[src/hdl/sbrc_pkg.sv]
// Shared types, constants and helper functions of the S-box/rotate block cipher.
// Holds the substitution tables, which are built at elaboration from a fixed LCG shuffle.
// No dependencies; every other file of the block imports this package.
package sbrc_pkg;

  // Number of rounds supported and the lower clamp on the configured count
  localparam int MAX_ROUNDS = 16;
  localparam logic [4:0] ROUNDS_MIN = 5'd4;
  localparam logic [4:0] ROUNDS_MAX = 5'(MAX_ROUNDS);
  localparam logic [4:0] ROUNDS_RESET = 5'd8;
  localparam int KEY_DEPTH = MAX_ROUNDS + 1;
  localparam int KEY_IDX_W = $clog2(KEY_DEPTH);

  // Shuffle generator constants
  localparam logic [31:0] SBOX_SEED = 32'hB16B00B5;
  localparam logic [31:0] LCG_MUL = 32'd1664525;
  localparam logic [31:0] LCG_INC = 32'd1013904223;
  localparam int SBOX_SIZE = 256;

  // Operation codes of the input word
  typedef enum logic [1:0] {
    OP_LOAD_KEY   = 2'd0,
    OP_LOAD_CHAIN = 2'd1,
    OP_ENCRYPT    = 2'd2,
    OP_DECRYPT    = 2'd3
  } op_t;

  // Per-round control for the shared round unit
  typedef struct packed {
    logic       enc;    // 1: forward round, 0: inverse round
    logic [1:0] rmod4;  // round number mod 4
    logic [2:0] rmod7;  // (3 * round number) mod 7
  } round_ctl_t;

  // (5 * byte index) mod 7, per byte lane
  localparam logic [2:0] BYTE_OFS [8] = '{3'd0, 3'd5, 3'd3, 3'd1, 3'd6, 3'd4, 3'd2, 3'd0};

  // Build the forward or inverse substitution table as a packed vector, byte v at [8v +: 8].
  // The remainder of the shuffle index is taken by restoring long division.
  function automatic logic [8*SBOX_SIZE-1:0] build_sbox(input logic inverse);
    logic [8*SBOX_SIZE-1:0] fwd;
    logic [8*SBOX_SIZE-1:0] inv;
    logic [31:0] s;
    logic [9:0] rem;
    logic [9:0] dv;
    logic [7:0] t;
    int i;
    int b;
    int j;
    for (i = 0; i < SBOX_SIZE; i++) begin
      fwd[8*i +: 8] = 8'(i);
    end
    s = SBOX_SEED;
    for (i = SBOX_SIZE - 1; i > 0; i--) begin
      s = s * LCG_MUL + LCG_INC;
      dv = 10'(i + 1);
      rem = '0;
      for (b = 31; b >= 0; b--) begin
        rem = {rem[8:0], s[b]};
        if (rem >= dv) begin
          rem = rem - dv;
        end
      end
      j = int'(rem);
      t = fwd[8*i +: 8];
      fwd[8*i +: 8] = fwd[8*j +: 8];
      fwd[8*j +: 8] = t;
    end
    inv = '0;
    for (i = 0; i < SBOX_SIZE; i++) begin
      inv[8*int'(fwd[8*i +: 8]) +: 8] = 8'(i);
    end
    return inverse ? inv : fwd;
  endfunction

  localparam logic [8*SBOX_SIZE-1:0] SBOX_FWD = build_sbox(1'b0);
  localparam logic [8*SBOX_SIZE-1:0] SBOX_INV = build_sbox(1'b1);

  function automatic logic [7:0] sub_fwd(input logic [7:0] v);
    return SBOX_FWD[{v, 3'b000} +: 8];
  endfunction

  function automatic logic [7:0] sub_inv(input logic [7:0] v);
    return SBOX_INV[{v, 3'b000} +: 8];
  endfunction

  function automatic logic [7:0] rotl8(input logic [7:0] x, input logic [2:0] n);
    logic [15:0] d;
    d = {x, x} << n;
    return d[15:8];
  endfunction

  function automatic logic [7:0] rotr8(input logic [7:0] x, input logic [2:0] n);
    logic [15:0] d;
    d = {x, x} >> n;
    return d[7:0];
  endfunction

  // (3 * r) mod 7 for the starting round of a decryption
  function automatic logic [2:0] mod7_3r(input logic [4:0] r);
    logic [2:0] m;
    unique case (r)
      5'd0, 5'd7, 5'd14:  m = 3'd0;
      5'd5, 5'd12:        m = 3'd1;
      5'd3, 5'd10:        m = 3'd2;
      5'd1, 5'd8, 5'd15:  m = 3'd3;
      5'd6, 5'd13:        m = 3'd4;
      5'd4, 5'd11:        m = 3'd5;
      5'd2, 5'd9, 5'd16:  m = 3'd6;
      default:            m = 3'd0;
    endcase
    return m;
  endfunction

endpackage

[src/hdl/sbrc_key_store.sv]
// Round key storage: MAX_ROUNDS+1 entries of 64 bits, one write and one read port.
// Depends on sbrc_pkg for the depth and index width.
module sbrc_key_store
  import sbrc_pkg::*;
(
  input  logic                 clk,
  input  logic                 wr_en,
  input  logic [KEY_IDX_W-1:0] wr_idx,
  input  logic [63:0]          wr_data,
  input  logic [KEY_IDX_W-1:0] rd_idx,
  output logic [63:0]          rd_data
);

  logic [63:0] keys [KEY_DEPTH];

  // Write one entry; entries hold garbage until loaded
  always_ff @(posedge clk) begin
    if (wr_en) begin
      keys[wr_idx] <= wr_data;
    end
  end

  // Read the key for the current step
  assign rd_data = keys[rd_idx];

endmodule

[config.mk]
export PLATFORM = sky130hd
export DESIGN_NAME = sbrc_key_store
export DESIGN_NICKNAME = d
export VERILOG_FILES = /design/src/hdl/sbrc_pkg.sv /design/src/hdl/sbrc_key_store.sv
export SDC_FILE = /design/constraint.sdc
export NUM_CORES = 1
export LEC_CHECK = 0
export BUFFER_PORTS_ARGS = -buffer_cell sky130_fd_sc_hd__buf_2
export CORE_MARGIN = 1.5
export CORE_UTILIZATION = 40
export CTS_CLUSTER_DIAMETER = 150
export DETAILED_ROUTE_END_ITERATION = 10
export PLACE_DENSITY = 0.56
export SLEW_MARGIN = 25
export SYNTH_ARGS = -nofsm -noshare
export SYNTH_HDL_FRONTEND = slang
export SYNTH_SLANG_ARGS = --single-unit
[constraint.sdc]
create_clock -name clk -period 14.99 [get_ports clk]
set_clock_uncertainty 0.05 [all_clocks]
set_input_delay 1.499 -clock clk [delete_from_list [all_inputs] [get_ports clk]]
set_output_delay 1.499 -clock clk [all_outputs]
set_load 0.03 [all_outputs]
==> impl_metrics.csv <==
group,metric,value,unit
status,status,"finished clean",
layout,biggestRegsByFlops,"keys x1088",
detailed_routing,dr.pass1.iters,5,
clock_tree,cts_made_buffers,112,
placed_design,final_weighted_congestion_of_routability_driven_global_placement,0.692,
setup_path,critical_path.startpoint_type,"input port",
placed_design,hpwl,47.5,mm
pwr,sw_frac_of_total,21.2,%
synth,yosys_most_used_dff,"sky130_fd_sc_hd__edfxtp_1",
synth,async_reset_ff_share,0,%
setup_path,critical_path.max_stage_delay,0.85,ns
layout,design_area,47300,um^2
global_routing,grt_first_pass_wirelength,140,mm
synth,mappedNetlistArea,41800,um^2
pwr,pwr_density_cell,135,nW/um^2
clock_tree,clock_tree.root_cell,"sky130_fd_sc_hd__clkbuf_16",
placed_design,dp_cells,3193,
global_routing,vias_in_the_first_global_route,20000,
pwr,clock_power_share,41.8,%
timing,period_share,44.3,%
synth,main_area_contributors_after_synthesis,"sky130_fd_sc_hd__edfxtp_1 (78%), sky130_fd_sc_hd__mux4_2 (13%), sky130_fd_sc_hd__a221oi_2 (2.2%)",
layout,flow.area_growth_from_synthesis,13.3,%
setup_path,cp_max_fo,53,
pwr,net_sw_power,0.00136,W
synth,postSynthNetCount,1809,
detailed_routing,drt-initial-drc-count,1818,
global_routing,gr-total-overflow,0,
setup_path,critPathCaptureType,"output pin",
timing,finalHoldWorstSlack,1.16,ns
clock_tree,holdBufCountCts,0,
synth,postSynthAreaPerCell,24.1,um^2
setup_path,critical_path.top_delay_family,"buffers and inverters",
clock_tree,h-tree-depth,3,
synth,synth_edf_count,1088,
pwr,internal_power,0.00504,W
detailed_routing,antenna_violating_nets_post_route,0,
pwr,ir_worst_vdd,0.0979,mV
layout,largest_register_ff_count,1088,
timing,maxSlewHeadroom,31.3,%
setup_path,cell_type_with_the_highest_occurrence_count_on_the_critical_path,"sky130_fd_sc_hd__buf_4",
timing,final_period_minus_worst_setup_slack,6.64,ns
placed_design,placement.setup.worst_slack,8.24,ns
setup_path,setup_crit_start,"rd_idx[2]",
worst_hold_path,holdCritPathClass,"in -> reg",
setup_path,critical_path_class,"in -> out",
setup_path,path_cells,"buf_8 > buf_4 > buf_4 > mux4_2 > mux2i_1 > a221oi_2 > buf_2",
synth,netlist-cell-type-count,27,
synth,post-synth-top-count-cell,"sky130_fd_sc_hd__edfxtp_1",
synth,synth_top_cells_by_count,"sky130_fd_sc_hd__edfxtp_1 (1088), sky130_fd_sc_hd__mux4_2 (236), sky130_fd_sc_hd__nor2_1 (79)",
timing,post-route-worst-setup-slack,8.35,ns
layout,register_with_the_most_flip_flops,"keys",
setup_path,worstSetupPathDepth,7,
setup_path,crit_path_end,"rd_data[15]",
detailed_routing,detail_route.wl_per_cell,28.4,um
synth,netlist_instances,1733,
detailed_routing,detail_route.drc_violations,0,
detailed_routing,route.detailed.vias_per_inst,5.56,
global_routing,gr-usage-all-layers,18.2,%
clock_tree,clock_tree.buffer_depth,3,
timing,report.final.hold_viol_count,0,
die,die-width,326,um
layout,finish.net_count,2003,
timing,grt_setup_unrepaired,"false",
setup_path,timing.critical_path.buf_inv,4,
pwr,p_comb_share,5.2,%
worst_hold_path,min_from,"wr_data[4]",
die,std_cell_rows,118,
detailed_routing,vias,18900,
timing,timing.final.setup_violations,0,
die,start_util,40.3,%
detailed_routing,wl,96.5,mm
pwr,power.leakage,14.9,nW
timing,max_freq,151,MHz
placed_design,placedInstanceArea,43800,um^2
die,fp.dieArea,106000,um^2
timing,drv_slew,0,
job,cap_viol_max_count,0,
global_routing,grt_antenna_before_repair,12,
layout,post_layout_nonfiller_instances,3401,
global_routing,grt_start_max_net_pins,77,
setup_path,crit_path_top_delay_cell,"sky130_fd_sc_hd__buf_4",
clock_tree,cts.repair.resized,0,
synth,yosysSeqAreaShare,78.2,%
timing,setup-tns-final,0,ns
pwr,seqPwrFrac,53.0,%
clock_tree,clk_pin_slew_worst_paths,0.06,ns
clock_tree,cts_tree,"built",
setup_path,timing.critical_path.arrival,5.09,ns
clock_tree,post-cts-setup-buffers,0,
layout,layout-drive-gt1-share,32.5,%
synth,synth-seq-cells,1088,
synth,post-synth-top-area-fraction,78.2,%
synth,synth_top_area_cell,"sky130_fd_sc_hd__edfxtp_1",
clock_tree,cts.sink_count,1088,
timing,worst_slew_pin_slew,1.03,ns
setup_path,cp_data_required_time,13.44,ns
die,die_h,326,um
die,core-area,103000,um^2
placed_design,io_buffer_count,139,
die,io_pins,140,
synth,ys_warn_count,0,
cells in the final DEF, fill, tap and decap left out, types with 3 or more instances in the layout:
master	instances
sky130_fd_sc_hd__o22ai_1	64
sky130_fd_sc_hd__edfxtp_1	1088
sky130_fd_sc_hd__a221oi_1	3
sky130_fd_sc_hd__clkinv_1	27
sky130_fd_sc_hd__nor2_1	66
sky130_fd_sc_hd__nor2_4	13
sky130_fd_sc_hd__buf_6	3
sky130_fd_sc_hd__buf_2	136
sky130_fd_sc_hd__mux4_2	236
sky130_fd_sc_hd__a221oi_2	61
sky130_fd_sc_hd__nand2_1	4
sky130_fd_sc_hd__clkinv_2	26
sky130_fd_sc_hd__inv_6	4
sky130_fd_sc_hd__bufinv_16	9
sky130_fd_sc_hd__clkbuf_16	113
sky130_fd_sc_hd__clkbuf_1	20
sky130_fd_sc_hd__clkinvlp_4	4
sky130_fd_sc_hd__buf_4	39
sky130_fd_sc_hd__mux4_1	20
sky130_fd_sc_hd__mux2i_1	64
per-stage QoR:
| step | total power, W | util (%) |
|---|---|---|
| after floorplan | 0.00368 | - |
| after global placement | 0.00379 | 42.3 |
| after detailed placement | 0.00379 | 42.3 |
| after CTS | 0.00646 | 45.7 |
| after global routing | 0.00659 | 45.7 |
| final | 0.00639 | 45.7 |
kinds of logic after synthesis:
kind of cell	count (synthesis)	synth area share, %
multiplexers	320	15.5
buffers and inverters	101	2.07
flip-flops	1088	78.2
AND/OR/NAND/NOR	96	0.953
AO/OA/AOI/OAI	128	3.21
layout make-up:
class,instances,area (um^2)
Clock buffer,133,2900
Clock inverter,73,619
Timing Repair Buffer,180,1040
Fill cell,8544,56200
Inverter,1,8.76
Tap cell,1380,1730
Sequential cell,1088,32700
Antenna cell,2,5.00
Multi-Input combinational cell,544,8350
power groups by stage:
stage	sequential (W)	clock (W)	combinational, W
floorplan	0.00346	0	0.000223
global placement	0.00345	0	0.000331
detailed placement	0.00346	0	0.000338
CTS	0.00339	0.00273	0.000340
global route	0.00339	0.00284	0.000357
finish	0.00339	0.00267	0.000332
worst min path at each step:
stage / to / slack (ns) / depth (start not counted)
6_report: keys[14][4] / 1.16 / 1
5_1_grt: keys[8][36] / 1.13 / 1
4_1_cts: keys[8][36] / 1.10 / 1
3_5_place_dp: keys[8][36] / 1.84 / 1
3_3_place_gp: keys[16][48] / 1.82 / 1
2_1_floorplan: keys[0][0] / 1.55 / 0
layer usage:
metal  up-vias  global-route usage (%)  part of all wire, %
met5         -                       0                0.068
met2       546                    29.3                   48
li1       7922                       -                    -
met4        12                    4.62                  1.8
met3       134                    3.55                  5.9
met1     10300                    25.5                   44
(Power assumes the default switching activity.)
